==> src/hw/rtl/pfp_pkg.sv <==
// ----------------------------------------------------------------------------
// pfp_pkg
// Shared types, constants and the PWM duty function for the pendant frame
// parser.
// ----------------------------------------------------------------------------
package pfp_pkg;

  // Character that opens a frame when it arrives with the marker bit set
  localparam logic [7:0] FRAME_START = 8'hFF;
  // A valid switch byte has its low nibble equal to the complement of its high nibble
  localparam logic [3:0] NIBBLE_MASK = 4'hF;

  // Duty = DUTY_OFFSET + (level * DUTY_GAIN) >> DUTY_SHIFT, and 0 for level 0
  localparam logic [9:0]  DUTY_OFFSET = 10'd35;
  localparam logic [13:0] DUTY_GAIN   = 14'd62;
  localparam int unsigned DUTY_SHIFT  = 4;

  // Switch nibble bit positions
  localparam int unsigned SW_FWD_BIT  = 1;
  localparam int unsigned SW_REV_BIT  = 2;
  localparam int unsigned SW_COOL_BIT = 3;

  // Fields of one result item
  typedef struct packed {
    logic       frame_accepted;
    logic [3:0] switch_nibble;
    logic [7:0] level_value;
    logic       spindle_forward;
    logic       spindle_reverse;
    logic       coolant_on;
    logic [9:0] pwm_duty;
  } result_t;

  // PWM duty from the level: one 8x6 constant multiply, a shift and an add
  function automatic logic [9:0] duty_of(input logic [7:0] level);
    logic [13:0] prod;
    logic [9:0]  duty;
    prod = 14'(level) * DUTY_GAIN;
    if (level == 8'd0) begin
      duty = 10'd0;
    end else begin
      duty = DUTY_OFFSET + 10'(prod >> DUTY_SHIFT);
    end
    return duty;
  endfunction

endpackage

==> src/hw/rtl/pfp_decoder.sv <==
// ----------------------------------------------------------------------------
// pfp_decoder
// Frame position tracker and held switch/level/duty registers. Takes one
// character per step and gives the result item that the step produces.
// ----------------------------------------------------------------------------
module pfp_decoder
  import pfp_pkg::*;
(
  input  logic       clk,
  input  logic       rst_n,
  input  logic       step,        // advance state on the presented character
  input  logic [7:0] rx_byte,
  input  logic       marker_bit,
  output result_t    result       // outputs after this character
);

  typedef enum logic [2:0] {
    POS_IDLE      = 3'd0,
    POS_SWITCH    = 3'd1,
    POS_SWITCH_N  = 3'd2,
    POS_LEVEL     = 3'd3,
    POS_LEVEL_N   = 3'd4,
    POS_DONE      = 3'd5
  } pos_t;

  pos_t       pos_r, pos_nxt;
  logic [7:0] first_r, first_nxt;
  logic [7:0] second_r, second_nxt;
  logic [3:0] held_sw_r, held_sw_nxt;
  logic [7:0] held_level_r, held_level_nxt;
  logic [9:0] held_duty_r, held_duty_nxt;
  logic       accepted;
  logic       nibble_ok;

  // Switch byte check: low nibble must be the complement of the high nibble
  assign nibble_ok = ((first_r[3:0] ^ first_r[7:4]) == NIBBLE_MASK);

  // Next-state logic for one character
  always_comb begin
    pos_nxt        = pos_r;
    first_nxt      = first_r;
    second_nxt     = second_r;
    held_sw_nxt    = held_sw_r;
    held_level_nxt = held_level_r;
    held_duty_nxt  = held_duty_r;
    accepted       = 1'b0;
    if (step) begin
      if (marker_bit) begin
        // only a marked start character matters; other marked bytes are ignored
        if (rx_byte == FRAME_START) begin
          pos_nxt = POS_SWITCH;
        end
      end else begin
        unique case (pos_r)
          POS_SWITCH: begin
            first_nxt = rx_byte;
            pos_nxt   = POS_SWITCH_N;
          end
          POS_SWITCH_N: begin
            pos_nxt = (first_r == ~rx_byte) ? POS_LEVEL : POS_IDLE;
          end
          POS_LEVEL: begin
            second_nxt = rx_byte;
            pos_nxt    = POS_LEVEL_N;
          end
          POS_LEVEL_N: begin
            if (second_r != ~rx_byte) begin
              pos_nxt = POS_IDLE;
            end else begin
              pos_nxt = POS_DONE;
              if (nibble_ok) begin
                held_level_nxt = second_r;
                held_duty_nxt  = duty_of(second_r);
                held_sw_nxt    = first_r[7:4];
                accepted       = 1'b1;
              end
            end
          end
          default: begin
            pos_nxt = POS_IDLE;
          end
        endcase
      end
    end
  end

  // State registers
  always_ff @(posedge clk) begin
    if (!rst_n) begin
      pos_r        <= POS_IDLE;
      first_r      <= 8'd0;
      second_r     <= 8'd0;
      held_sw_r    <= 4'd0;
      held_level_r <= 8'd0;
      held_duty_r  <= 10'd0;
    end else begin
      pos_r        <= pos_nxt;
      first_r      <= first_nxt;
      second_r     <= second_nxt;
      held_sw_r    <= held_sw_nxt;
      held_level_r <= held_level_nxt;
      held_duty_r  <= held_duty_nxt;
    end
  end

  // Result reflects the held values after this character
  always_comb begin
    result.frame_accepted  = accepted;
    result.switch_nibble   = held_sw_nxt;
    result.level_value     = held_level_nxt;
    result.spindle_forward = held_sw_nxt[SW_FWD_BIT];
    result.spindle_reverse = held_sw_nxt[SW_REV_BIT];
    result.coolant_on      = held_sw_nxt[SW_COOL_BIT];
    result.pwm_duty        = held_duty_nxt;
  end

  // Assertions
  a_start_restarts: assert property (@(posedge clk) disable iff (!rst_n)
    step && marker_bit && (rx_byte == FRAME_START) |=> pos_r == POS_SWITCH)
    else $error("start character did not restart the frame");

  a_accept_only_on_last: assert property (@(posedge clk) disable iff (!rst_n)
    accepted |-> step && !marker_bit && (pos_r == POS_LEVEL_N) && nibble_ok)
    else $error("frame accepted outside the final payload byte");

  a_held_stable: assert property (@(posedge clk) disable iff (!rst_n)
    !accepted |=> $stable(held_sw_r) && $stable(held_level_r) && $stable(held_duty_r))
    else $error("held outputs changed without an accepted frame");

  a_accept_to_done: assert property (@(posedge clk) disable iff (!rst_n)
    accepted |=> pos_r == POS_DONE)
    else $error("accepted frame did not end in the done position");

endmodule

==> src/hw/rtl/pendant_frame_parser_core.sv <==
// ----------------------------------------------------------------------------
// pendant_frame_parser_core
// Hand-pendant frame parser: 9-bit characters in, held switch, level and
// PWM duty outputs out, one result item per character.
// ----------------------------------------------------------------------------
// Every accepted character yields exactly one result item. The block takes one
// character per clock cycle while the sink keeps up. Each character passes
// through the input register and then the result register, with the frame
// decode and the duty multiply between them. A result waiting on out_tready
// stalls the input only when both registers are full, so throughput is one
// item per cycle while the sink keeps up.
module pendant_frame_parser_core
  import pfp_pkg::*;
(
  input  logic        clk,
  input  logic        rst_n,
  // input channel
  input  logic        in_tvalid,
  output logic        in_tready,
  input  logic [7:0]  in_tdata,   // [7:0] rx_byte
  input  logic        in_tuser,   // [0] marker_bit
  // result channel
  output logic        out_tvalid,
  input  logic        out_tready,
  output logic [31:0] out_tdata,  // [3:0] switch_nibble, [11:4] level_value,
                                  // [12] spindle_forward, [13] spindle_reverse,
                                  // [14] coolant_on, [24:15] pwm_duty, [31:25] 0
  output logic        out_tuser   // [0] frame_accepted
);

  logic       in_valid_r;
  logic [7:0] in_byte_r;
  logic       in_marker_r;
  logic       out_valid_r;
  result_t    out_res_r;
  result_t    dec_res;
  logic       out_free;
  logic       step;

  // Handshake: result register free when empty or being drained
  assign out_free  = !out_valid_r || out_tready;
  assign step      = in_valid_r && out_free;
  assign in_tready = !in_valid_r || out_free;

  // Input register
  always_ff @(posedge clk) begin
    if (!rst_n) begin
      in_valid_r <= 1'b0;
    end else if (in_tready) begin
      in_valid_r <= in_tvalid;
    end
  end

  always_ff @(posedge clk) begin
    if (in_tvalid && in_tready) begin
      in_byte_r   <= in_tdata;
      in_marker_r <= in_tuser;
    end
  end

  // Frame decode and held state
  pfp_decoder u_decoder (
    .clk        (clk),
    .rst_n      (rst_n),
    .step       (step),
    .rx_byte    (in_byte_r),
    .marker_bit (in_marker_r),
    .result     (dec_res)
  );

  // Result register
  always_ff @(posedge clk) begin
    if (!rst_n) begin
      out_valid_r <= 1'b0;
    end else if (out_free) begin
      out_valid_r <= in_valid_r;
    end
  end

  always_ff @(posedge clk) begin
    if (step) begin
      out_res_r <= dec_res;
    end
  end

  // Output packing
  assign out_tvalid = out_valid_r;
  assign out_tuser  = out_res_r.frame_accepted;
  assign out_tdata  = {7'd0,
                       out_res_r.pwm_duty,
                       out_res_r.coolant_on,
                       out_res_r.spindle_reverse,
                       out_res_r.spindle_forward,
                       out_res_r.level_value,
                       out_res_r.switch_nibble};

endmodule

==> config.mk <==
export PLATFORM = sky130hd
export DESIGN_NAME = pendant_frame_parser_core
export DESIGN_NICKNAME = d
export VERILOG_FILES = /design/src/hw/rtl/pfp_pkg.sv /design/src/hw/rtl/pfp_decoder.sv /design/src/hw/rtl/pendant_frame_parser_core.sv
export SDC_FILE = /design/constraint.sdc
export NUM_CORES = 1
export LEC_CHECK = 0
export ABC_AREA = 1
export BUFFER_PORTS_ARGS = -buffer_cell sky130_fd_sc_hd__buf_2
export CORE_MARGIN = 2
export CORE_UTILIZATION = 64
export CTS_CLUSTER_SIZE = 25
export DETAILED_ROUTE_END_ITERATION = 10
export PLACE_DENSITY = 0.9
export SETUP_SLACK_MARGIN = 0.4
export SLEW_MARGIN = 20
export SYNTH_ARGS = -nofsm -noshare
export SYNTH_HDL_FRONTEND = slang
export SYNTH_SLANG_ARGS = --single-unit
==> constraint.sdc <==
create_clock -name clk -period 9 [get_ports clk]
set_input_delay 1.8 -clock clk [delete_from_list [all_inputs] [get_ports clk]]
set_output_delay 1.8 -clock clk [all_outputs]
set_load 0.05 [all_outputs]
Word level (Yosys, flattened, before mapping). Cells that the tools add are included.

Register bits after elaboration: 78. Input port bits: 13. Output and inout bits: 35.

$add $sub $neg: 1. Multiply operators: 1. Equal/unequal tests: 9. Mux-type cells: 22. Bitwise operators: 4. Reduce and logical (&&, ||, !) cells: 11.

Operators by type and width (count): 2-to-1 mux 10 bit (6); 2-to-1 mux 8 bit (5); 2-to-1 mux 4 bit (5); multiplier 8 x 5 -> 13 bit (second input constant) (1); case mux 3 bit (4 select lines) (1); adder 6 x 10 -> 10 bit (first input constant) (1); 2-to-1 mux 3 bit (3); equality test 8 bit (1); equality test 8 bit (second input constant) (1); logical NOT 8 bit (1); != test 8 bit (1); NOT 8 bit (1); equality test 3 x 2 -> 1 bit (second input constant) (2); AND reduction 3 bit (2); equality test 4 bit (second input constant) (1); bitwise XOR 4 bit (1); equality test 3 x 1 -> 1 bit (second input constant) (1); equality test 3 bit (second input constant) (1); OR reduction 3 bit (1); logical AND 1 bit (2); logical NOT 1 bit (2); logical OR 1 bit (2); 2-to-1 mux 2 bit (1); != test 2 x 1 -> 1 bit (second input constant) (1); other kinds (3) (4).

Depth between registers and ports, before layout. Gate-level depths: netlist of run 1.

Depth after elaboration: 8. Gate-level depth with buffers: 21. Mapped depth without buffers: 21.

Cells and area by module. From an unflattened synthesis of run 1, not the netlist that was laid out.

Cells, all modules: 525. Area, all modules: 4441.8 um^2.

Modules (own cells, without submodules): pfp_decoder (times used 1, cells an instance 469, area each 3239.4 um^2, sequential area each 820.8 um^2); pendant_frame_parser_core (times used 1, cells an instance 56, area each 1202.4 um^2, sequential area each 1091.0 um^2).

Least setup slack after synthesis of run 1. Ideal clock, no wire load.

Path type: input -> output. Start: input port out_tready. End: output port in_tready. Data arrival time: 2.260 ns. Data required time: 7.200 ns. Slack: 4.940 ns. Stages: 2. Path buffers: 0. Cells stage by stage: inv_1 -> nand3_1.

Word-level cells in the longest chain between the ends: 2.

RTL lines: start, declared (RTL line pendant_frame_parser_core.sv:24) `input logic out_tready,`; logical OR 1 bit (RTL line pendant_frame_parser_core.sv:41) `assign out_free = !out_valid_r || out_tready;`; logical OR 1 bit (RTL line pendant_frame_parser_core.sv:43) `assign in_tready = !in_valid_r || out_free;`; end, declared (RTL line pendant_frame_parser_core.sv:19) `output logic in_tready,`.

No other way between the ends.

==> results by group, run 1 <==
Detailed routing
  – Total number of vias: approximately 3700
  – Initial DRC count: 314
  – Number of vias per cell: between 5 and 6
  – Antenna-violating nets left: 0
  – DRC: 0
  – DRT Pass-1 Iters: 5
  – Wire per inst: roughly 13 um
  – Final WL: between 9000 and 10000 um

Pwr
  – Clock power frac: between 30 and 40%
  – VDD IR-drop max: around 0.10 mV
  – Sequential Power Share: between 50% and 60%
  – PD cells: 138 mW/mm^2
  – Sw Share: a little over a quarter
  – Logic pwr share: 6.9%
  – NetSw: roughly 0.00018 W
  – Pleak: approximately 2.5 nW
  – Internal Power: 0.000503 W

Hold path
  – Worst Min Path Start: u_decoder.held_duty_r[8]
  – Worst min path class: flip-flop to flip-flop

Synthesis
  – Netlist cell types: 36
  – Area leader, netlist: edfxtp_1
  – Post-synth EDFFs: 32
  – Post-Syn Area: about 0.0045 mm^2
  – Post-Syn Instances: ~560
  – Synth Flop Type: dfxtp_1
  – Sequential area share after synthesis: between 40 and 50%
  – Avg Synthesized Cell Area: between 8 and 9 um^2
  – Ys async rst share: 0%
  – List of most frequent post-synthesis cells: 120 x nand2_1, 102 x inv_1, 45 x nor2_1, 43 x dfxtp_1, 32 x edfxtp_1
  – Synth Warn #: 0
  – Area share of the largest cell type after synthesis: 21.2%
  – Most frequent cell after synthesis: nand2_1
  – Synth Register Bits: between 70 and 80
  – Top post-synthesis cells by area: edfxtp_1 21%, dfxtp_1 19%, nand2_1 9.9%

CTS
  – Setup Buffers After CTS: 0
  – Clock Tree Buf Depth: 2
  – Sink Count: 75
  – Skew-Pair Late Insertion Delay: between 0.3 and 0.4 ns
  – Post_cts resized: 0
  – Clk pin slew, worst setup/hold paths: approximately 0.08 ns
  – H-tree levels: 3
  – Root Driver: clkbuf_8
  – CTS tree: built
  – CTS Buf Count: 9
  – Hold buffers post-CTS: 0

Worst setup path
  – Crit. Startpoint: u_decoder.second_r[4]
  – Crit path capture type: flip-flop
  – CP Buf/Inv Count: 4
  – Setup crit start kind: flip-flop
  – CP delay by family, top: adder cells
  – Worst Path Required: around 9.1 ns
  – Slowest Stage Delay on Critical Path: ~0.53 ns
  – Crit path DAT: 4.35 ns
  – Critical-path top delay cell: fa_1
  – Critical path class: flip-flop to flip-flop
  – RR Startpoint: u_decoder.second_r[4]
  – Critical-path cell list: inv_1, fa_1, inv_1, fa_1, inv_1, fa_1, inv_1, ha_1, a21oi_1, nor2_1, nor2_1, nand2_1, nand2_1, nand2_1, a21oi_2, nand4_1, nand3_1, nand2_1
  – Critical Path Fanout Max: 6

Finish
  – Fin nets: roughly 650
  – ANT cells: 0
  – Layout Area Growth over Synthesis: 9.43%
  – # fillers: approximately 520
  – Layout cell share with drive strength beyond 1: around 15%

Global routing
  – First-pass GRT wire length: approximately 15000 um
  – Initial antenna violation count: 0
  – Largest net degree at the start of global routing: 35
  – Gr ovfl total: 0
  – Vias in the first global route: 3426
  – GR Util All Layers: between 20 and 25%

Timing
  – Final worst path period need: roughly 4.2 ns
  – RSZ-0062 raised after global routing: false
  – Final Hold Vio Count: 0
  – Final setup violation count: 0
  – Final period util: between 40% and 50%
  – Fin. max-slew vios: 0
  – Max Clock Skew: 0.0123 ns
  – Setup TNS: 0 ns
  – Peak Freq: approximately 240 MHz
  – Max_slew headroom: a little over a third
  – Worst slew pin tran: ~0.95 ns
  – Final WS setup: ~4.8 ns

Die
  – Die H: ~88 um
  – # IOs: 48
  – Die area: about 0.008 mm^2
  – Horiz. Die Dim: 88.2 um
  – Core ar.: approximately 0.0068 mm^2
  – Initial cell density of the core: between 60% and 70%
  – Cell row count: 30

Place
  – GP Congestion: roughly 0.9
  – Pre-CTS setup slack: just under 5 ns
  – Count of input and output buffers: 40
  – Post-DP HPWL: 6810 um

Flow run
  – Max_cap viols: 0

Outcome
  – Status: completed
## cell usage in the layout, fill, tap and decap left out, types with 3 or more instances in the layout
cell type and n:
xnor2_1 4, o21ai_2 12, o21bai_1 3, buf_2 40
nor4_1 3, nand4_1 19, nand3_1 25, inv_1 102
nor2_2 7, conb_1 7, dfxtp_1 43, nand3b_1 4
o21ai_0 19, nand2_1 120, ha_1 25, edfxtp_1 32
a21oi_1 29, clkbuf_8 9, nor2_1 45, xor2_1 5
nand2_2 3, fa_1 17, or2_2 5
## stage by stage
| step | total power (W) | hold WS [ns] | instances | util [%] | instance area (um^2) |
|---|---|---|---|---|---|
| after floorplan | 0.000413 | 0.451 | 561 | - | 4560 |
| after global routing | 0.000704 | 0.498 | 695 | 72.7 | 4960 |
| after detailed placement | 0.000422 | 0.465 | 679 | 69.6 | 4760 |
| final | 0.000683 | 0.475 | 695 | 72.7 | 4960 |
| after global placement | 0.000421 | 0.459 | 679 | 69.6 | 4760 |
| after CTS | 0.000684 | 0.479 | 695 | 72.7 | 4960 |
## layer usage
metal,GRT usage (%),up-vias,wire length (um)
met4,9.23,0,163
met2,40.5,142,4360
met3,6.13,21,627
li1,-,1824,-
met5,0,-,0
met1,32.3,1714,3890
## tightest hold or removal path, stage by stage, from the launching register on
cell	delay, ns
dfxtp_1	0.30
nand2_1	0.07
a21oi_1	0.06
## cell type report
class | count | area [um^2] | area share (%)
Clock buffer | 9 | 124 | 2.50
Multi-Input combinational cell | 364 | 2220 | 44.8
Tap cell | 96 | 120 | 2.42
Timing Repair Buffer | 40 | 200 | 4.03
Clock inverter | 7 | 82.6 | 1.66
Inverter | 104 | 390 | 7.86
Sequential cell | 75 | 1820 | 36.7
## worst paths after layout
kind,endpoint,slack (ns),cells past startpoint
min reg2reg,u_decoder.held_duty_r[8],0.48,2
max,out_tdata[24],4.77,18
max reg2reg,out_tdata[24],4.77,18
min,u_decoder.held_duty_r[8],0.48,2
## state kept, by name (all words and copies together) (netlist names)
register and cells:
out_tuser 1, out_tdata 22, u_decoder.pos_r 3, out_tvalid 1, in_byte_r 8, u_decoder.held_level_r 8
u_decoder.first_r 8, u_decoder.held_duty_r 10, in_marker_r 1, u_decoder.held_sw_r 4, in_valid_r 1, u_decoder.second_r 8
## cells by family after synthesis
| logic type | count (synthesis) | synth area share, % |
|---|---|---|
| flip-flops | 75 | 40.2 |
| adder cells (fa/ha/maj) | 42 | 14.4 |
| AO/OA/AOI/OAI | 67 | 8.77 |
| other | 1 | 0.0827 |
| XOR/XNOR | 9 | 1.74 |
| buffers and inverters | 122 | 11.3 |
| AND/OR/NAND/NOR | 239 | 23.6 |
## power by group through the flow
stage / registers, W / logic [W] / clock network, W
after floorplan: 0.000388 / 0.0000255 / 0
after global placement: 0.000375 / 0.0000459 / 0
after detailed placement: 0.000375 / 0.0000469 / 0
after CTS: 0.000367 / 0.0000471 / 0.000270
after global routing: 0.000368 / 0.0000505 / 0.000285
final: 0.000367 / 0.0000472 / 0.000268
No activity file was read; power rests on OpenSTA's default activity.
==> run 2, diff against run 1 <==
--- a/config.mk
+++ b/config.mk
@@ -8,10 +8,10 @@
 export ABC_AREA = 1
 export BUFFER_PORTS_ARGS = -buffer_cell sky130_fd_sc_hd__buf_2
 export CORE_MARGIN = 2
-export CORE_UTILIZATION = 64
+export CORE_UTILIZATION = 54
 export CTS_CLUSTER_SIZE = 25
 export DETAILED_ROUTE_END_ITERATION = 10
-export PLACE_DENSITY = 0.9
+export PLACE_DENSITY = 0.81
 export SETUP_SLACK_MARGIN = 0.4
 export SLEW_MARGIN = 20
 export SYNTH_ARGS = -nofsm -noshare
==> constraint.sdc (replaced) <==
create_clock -name clk -period 3.6 [get_ports clk]
set_input_delay 0.72 -clock clk [delete_from_list [all_inputs] [get_ports clk]]
set_output_delay 0.72 -clock clk [all_outputs]
set_load 0.05 [all_outputs]
==> run 2 against run 1 <==
- the flow now finishes with violations (setup timing)
- design area increased by 11%
- core utilization decreased by 5.5 points
- first-iteration DRC count decreased by 4.5%
- non-clock buffer count increased by 33
- fmax increased by 11%
- sequential power increased by 150%
- final cell count increased by 6.0%
- critical path type unchanged
==> results by group, run 2 (synthesized netlist as in run 1, its figures left out) <==
Timing
  – Final worst path period need: between 3 and 4 ns
  – Worst slew pin tran: 0.741 ns
  – Final period util: 106%
  – Max_slew headroom: 50.4%
  – Final Hold Vio Count: 0
  – Fin. max-slew vios: 0
  – WHS: between 0.4 and 0.5 ns
  – Max Clock Skew: 0.0153 ns
  – RSZ-0062 raised after global routing: true
  – Final setup violation count: 9
  – Peak Freq: 263 MHz
  – Final WS setup: -0.204 ns

Die
  – # IOs: 48
  – Core ar.: ~0.008 mm^2
  – Horiz. Die Dim: approximately 96 um
  – Initial cell density of the core: 55.5%
  – Cell row count: 33
  – Die H: 95.6 um
  – Die area: about 0.0091 mm^2

Global routing
  – GR Util All Layers: 22.8%
  – Gr ovfl total: 0
  – Vias in the first global route: around 3500
  – Initial antenna violation count: 0
  – First-pass GRT wire length: 16100 um
  – Largest net degree at the start of global routing: 35

CTS
  – Clk pin slew, worst setup/hold paths: roughly 0.090 ns
  – Clock Tree Buf Depth: 2
  – H-tree levels: 3
  – Skew-Pair Late Insertion Delay: 0.36 ns
  – Root Driver: clkbuf_8
  – CTS Buf Count: 9
  – CTS tree: built
  – Sink Count: 75
  – Hold buffers post-CTS: 0

Pwr
  – Clock power frac: between 30% and 40%
  – Power Total: roughly 0.0016 W
  – PD cells: around 300 mW/mm^2
  – Sequential Power Share: 55.5%
  – Logic pwr share: under 10%
  – Internal Power: about 0.0012 W
  – VDD IR-drop max: roughly 0.23 mV
  – NetSw: 0.000460 W
  – Sw Share: between 20% and 30%
  – Pleak: between 2 and 3 nW

Finish
  – Fin nets: just under 700
  – Most frequent cells in the layout: 96 x nand2_1, 91 x inv_1, 40 x buf_2
  – ANT cells: 0
  – Max reg flops: 22
  – Layout cell share with drive strength beyond 1: 29.0%
  – Commonest non-fill, non-tap cell in the layout: nand2_1
  – Layout Area Growth over Synthesis: 21.1%
  – Final Core Density: between 60% and 70%
  – Final non-filler cell total: between 700 and 800

Outcome
  – Status: complete, but fails checks
  – Failing checks: setup timing

Worst setup path
  – CP dominant cell by count: fa_1
  – Critical Path Fanout Max: 7
  – Slowest Stage Delay on Critical Path: between 0.5 and 0.6 ns
  – Critical-path cell list: fa_1, fa_1, inv_2, fa_1, inv_2, ha_4, nand2_1, nand2_1, inv_1, nand3_1, nand3_1, nor2_4, nand2_4, a21oi_4, nand4_1, nand3_2, buf_4, a21oi_2
  – Worst Path Required: 3.84 ns
  – Crit path DAT: around 4.0 ns
  – Crit. Startpoint: u_decoder.second_r[0]
  – Crit path capture type: flip-flop
  – CP Buf/Inv Count: 4
  – CP delay by family, top: adder cells
  – Critical path class: flip-flop to flip-flop
  – Critical-path top delay cell: fa_1
  – Setup crit start kind: flip-flop
  – RR Startpoint: u_decoder.second_r[0]

Flow run
  – Max_cap viols: 0

Detailed routing
  – Final WL: ~10000 um
  – Initial DRC count: 300
  – DRC: 0
  – Number of vias per cell: between 5 and 6
  – DRT Pass-1 Iters: 7
  – Wire per inst: ~14 um
  – Antenna-violating nets left: 0
  – Total number of vias: 3932

Hold path
  – Worst min path class: flip-flop to flip-flop
  – Worst Min Path Start: u_decoder.held_duty_r[7]

Place
  – Placed cells: between 700 and 800
  – GP Congestion: about 0.87
  – Pre-CTS setup slack: -0.0245 ns
  – Count of input and output buffers: 40
  – Post-DP HPWL: about 7200 um
run 2: cell types whose count changed in the layout (fill, tap and decap cells not counted), sizes merged:
| cell | change |
|---|---|
| bufinv | -1 |
| inv | +1 |
| buf | +33 |
run 2: routing by layer:
metal	track usage, %	part of all wire, %	vias to the layer above	routed length, um
met3	4.11	6.5	44	683
met2	37.4	48	171	4990
met5	0	0	-	0
li1	-	-	1894	-
met1	30.6	42	1823	4420
met4	7.50	3.8	0	400
run 2: power by group through the flow:
stage	registers [W]	logic, W	clock network (W)
final	0.000913	0.000119	0.000612
after global routing	0.000916	0.000128	0.000648
after global placement	0.000932	0.000118	0
after detailed placement	0.000933	0.000119	0
after CTS	0.000913	0.000119	0.000613
after floorplan	0.000965	0.0000638	0
run 2: through the flow:
stage | area, um^2 | setup TNS, ns
2_1_floorplan | 4670 | 0
3_3_place_gp | 4990 | 0
3_5_place_dp | 4990 | -0.0281
4_1_cts | 5370 | -0.00720
5_1_grt | 5490 | -2.34
6_report | 5490 | -0.951
run 2: worst paths after layout:
kind / endpoint / slack [ns] / cells past startpoint
max reg2reg: u_decoder.held_duty_r[9] / -0.20 / 18
max: u_decoder.held_duty_r[9] / -0.20 / 18
min: u_decoder.held_duty_r[7] / 0.48 / 2
min reg2reg: u_decoder.held_duty_r[7] / 0.48 / 2
run 2: tightest hold or removal path: cells and delay by family, from the launching register on:
kind | cells | cell delay, ns
flops | 1 | 0.31
simple gates | 1 | 0.07
compound gates | 1 | 0.06
run 2: area by class of cell:
type / instances / area [um^2]
timing repair buffer: 73 / 459
inverter: 104 / 403
multi-input combinational: 364 / 2470
sequential: 75 / 1840
clock inverter: 7 / 57.6
fill: 618 / 2680
tap: 105 / 131
clock buffer: 9 / 124
run 2: repair_timing:
| action | 4_1_cts | 5_1_grt |
|---|---|---|
| pin swaps | 33 | 16 |
| gates cloned | 0 | 0 |
| endpoints found under the hold margin | 0 | 0 |
| gates resized for setup | 30 | 21 |
| endpoints found under the setup margin | 16 | 18 |
| buffers inserted | 13 | 5 |
==> run 3, diff against run 2 <==
--- a/config.mk
+++ b/config.mk
@@ -6,12 +6,12 @@
 export NUM_CORES = 1
 export LEC_CHECK = 0
 export ABC_AREA = 1
-export BUFFER_PORTS_ARGS = -buffer_cell sky130_fd_sc_hd__buf_2
 export CORE_MARGIN = 2
-export CORE_UTILIZATION = 54
+export CORE_UTILIZATION = 58
 export CTS_CLUSTER_SIZE = 25
 export DETAILED_ROUTE_END_ITERATION = 10
-export PLACE_DENSITY = 0.81
+export DONT_BUFFER_PORTS = 1
+export PLACE_DENSITY = 0.8
 export SETUP_SLACK_MARGIN = 0.4
 export SLEW_MARGIN = 20
 export SYNTH_ARGS = -nofsm -noshare
==> run 3 against run 2 <==
- the flow still finishes with violations (setup timing)
- routed wire length down 3.5%
- sequential cell count unchanged
- combinational power down 49%
- first-iteration DRC count down 5.7%
- largest cell class unchanged
==> results by group, run 3 (synthesized netlist as in run 1, its figures left out) <==
Die
  – Core ar.: between 0.007 and 0.008 mm^2
  – Horiz. Die Dim: 92.4 um
  – Cell row count: 32
  – # IOs: 48
  – Die area: approximately 0.0085 mm^2
  – Initial cell density of the core: between 50% and 60%
  – Die H: slightly above 90 um

Worst setup path
  – Critical path class: flip-flop to flip-flop
  – Reg2reg path depth: 18
  – Crit path DAT: about 4 ns
  – RR Startpoint: u_decoder.second_r[1]
  – Critical R2R Capture: u_decoder.held_duty_r[8]
  – Flop2flop setup slack: -0.25 ns
  – Crit path capture type: flip-flop
  – Critical Path Fanout Max: 4
  – Worst Path Required: just under 4 ns
  – Setup crit start kind: flip-flop

Finish
  – Layout Area Growth over Synthesis: 15.8%
  – Sequential cell area: between 0.0015 and 0.002 mm^2
  – Layout cell share with drive strength beyond 1: between 20% and 30%
  – ANT cells: 0
  – Multi-input logic area: roughly 0.0025 mm^2
  – # fillers: ~530
  – Final non-filler cell area: between 0.005 and 0.006 mm^2
  – Most frequent cells in the layout: 96 x nand2_1, 91 x inv_1, 40 x nor2_1
  – Max reg flops: 22
  – Commonest non-fill, non-tap cell in the layout: nand2_1
  – Fin nets: between 600 and 700

Pwr
  – PD cells: ~320 mW/mm^2
  – Pleak: roughly 2.6 nW
  – Sequential Power Share: between 50% and 60%
  – Logic pwr share: 3.6%
  – VDD IR-drop max: around 0.27 mV
  – NetSw: between 0.0004 and 0.0005 W
  – Power Total: 0.00167 W
  – Internal Power: about 0.0012 W
  – Clock power frac: approximately two fifths
  – Sw Share: about a quarter

Timing
  – Final worst path period need: 3.85 ns
  – Final WS setup: -0.253 ns
  – Peak Freq: ~260 MHz
  – Fin. max-slew vios: 0
  – Final Hold Vio Count: 0
  – RSZ-0062 raised after global routing: true
  – Max Clock Skew: 0.0135 ns
  – Final setup violation count: 13
  – Max_slew headroom: approximately 40%
  – Final period util: 107%
  – Worst slew pin tran: 0.899 ns

Detailed routing
  – Initial DRC count: between 200 and 300
  – Wire per inst: between 10 and 15 um
  – DRT Pass-1 Iters: 5
  – DRC: 0
  – Total number of vias: around 3800
  – Number of vias per cell: ~5.5
  – Final WL: around 10000 um
  – Antenna-violating nets left: 0

Place
  – Pre-CTS setup slack: -0.0933 ns
  – Count of input and output buffers: 0
  – Post-DP HPWL: approximately 7000 um
  – GP Congestion: between 0.8 and 0.9
  – Placement Cell Area: approximately 0.0048 mm^2

CTS
  – CTS Buf Count: 9
  – H-tree levels: 3
  – Clock Tree Buf Depth: 2
  – CTS tree: built
  – Root Driver: clkbuf_8
  – Skew-Pair Late Insertion Delay: 0.35 ns
  – Sink Count: between 70 and 80
  – Hold buffers post-CTS: 0
  – Clk pin slew, worst setup/hold paths: 0.09 ns

Hold path
  – Worst min path class: input pin to flip-flop
  – Worst Min Path Start: in_tdata[6]
  – Cell depth of the worst min-delay path: 0
  – Worst Hold End: in_byte_r[6]

Global routing
  – Largest net degree at the start of global routing: 35
  – Gr ovfl total: 0
  – Vias in the first global route: around 3500
  – Initial antenna violation count: 0
  – GR Util All Layers: 23.0%
  – First-pass GRT wire length: around 16000 um

Outcome
  – Status: complete, but fails checks
  – Failing checks: setup timing

Flow run
  – Max_cap viols: 0
## run 3: timing repair
action                     CTS  global route
setup endpoints to repair   16            18
gates resized for setup     24            24
pin swaps                   19            10
buffers inserted            11             4
## run 3: critical path, cell delays in order (launching register included)
cell,delay [ns]
dfxtp_4,0.38
fa_2,0.50
fa_1,0.58
inv_2,0.05
fa_1,0.52
inv_2,0.06
ha_4,0.29
inv_2,0.04
nand2_2,0.05
nand2_2,0.08
ha_4,0.17
nand3b_1,0.20
nor2_2,0.20
nand2_2,0.09
nand2_2,0.08
nand2_2,0.07
o21bai_1,0.14
nand3_1,0.10
a21oi_1,0.16
## run 3: per-stage QoR
stage | setup TNS (ns) | cells | util (%) | hold slack [ns]
floorplan | 0 | 561 | - | 0.448
global placement | 0 | 658 | 62.4 | 0.459
detailed placement | -0.338 | 658 | 62.4 | 0.466
CTS | -0.0839 | 685 | 67.1 | 0.453
global route | -3.59 | 689 | 68.7 | 0.441
finish | -2.00 | 689 | 68.7 | 0.454
## run 3: cell type report
class / count / area share [%]
Tap cell: 102 / 2.43
Clock inverter: 6 / 1.24
Timing Repair Buffer: 28 / 4.14
Clock buffer: 10 / 2.43
Sequential cell: 75 / 35.1
Inverter: 104 / 7.57
Multi-Input combinational cell: 364 / 47.1
## run 3: worst max-delay path by stage
stage	to	from	slack [ns]	cells past startpoint
2_1_floorplan	out_tdata[23]	u_decoder.second_r[0]	0.14	17
3_3_place_gp	out_tdata[24]	u_decoder.second_r[1]	0.02	20
3_5_place_dp	out_tdata[24]	u_decoder.second_r[1]	-0.09	20
4_1_cts	u_decoder.held_duty_r[8]	u_decoder.second_r[1]	-0.05	18
5_1_grt	u_decoder.held_duty_r[8]	u_decoder.second_r[1]	-0.34	18
6_report	u_decoder.held_duty_r[8]	u_decoder.second_r[1]	-0.25	18
## run 3: power by group through the flow
stage	logic, W	registers, W	clock network [W]
after floorplan	0.0000638	0.000965	0
after global placement	0.0000574	0.000974	0
after detailed placement	0.0000595	0.000975	0
after CTS	0.0000600	0.000955	0.000655
after global routing	0.0000664	0.000958	0.000689
final	0.0000609	0.000955	0.000654
## run 3: metal layers
layer	vias to the layer above	wire, um	track usage, %
li1	1815	-	-
met1	1768	4360	30.7
met2	169	4980	39.3
met3	26	591	3.17
met4	0	181	6.59
met5	-	0	0
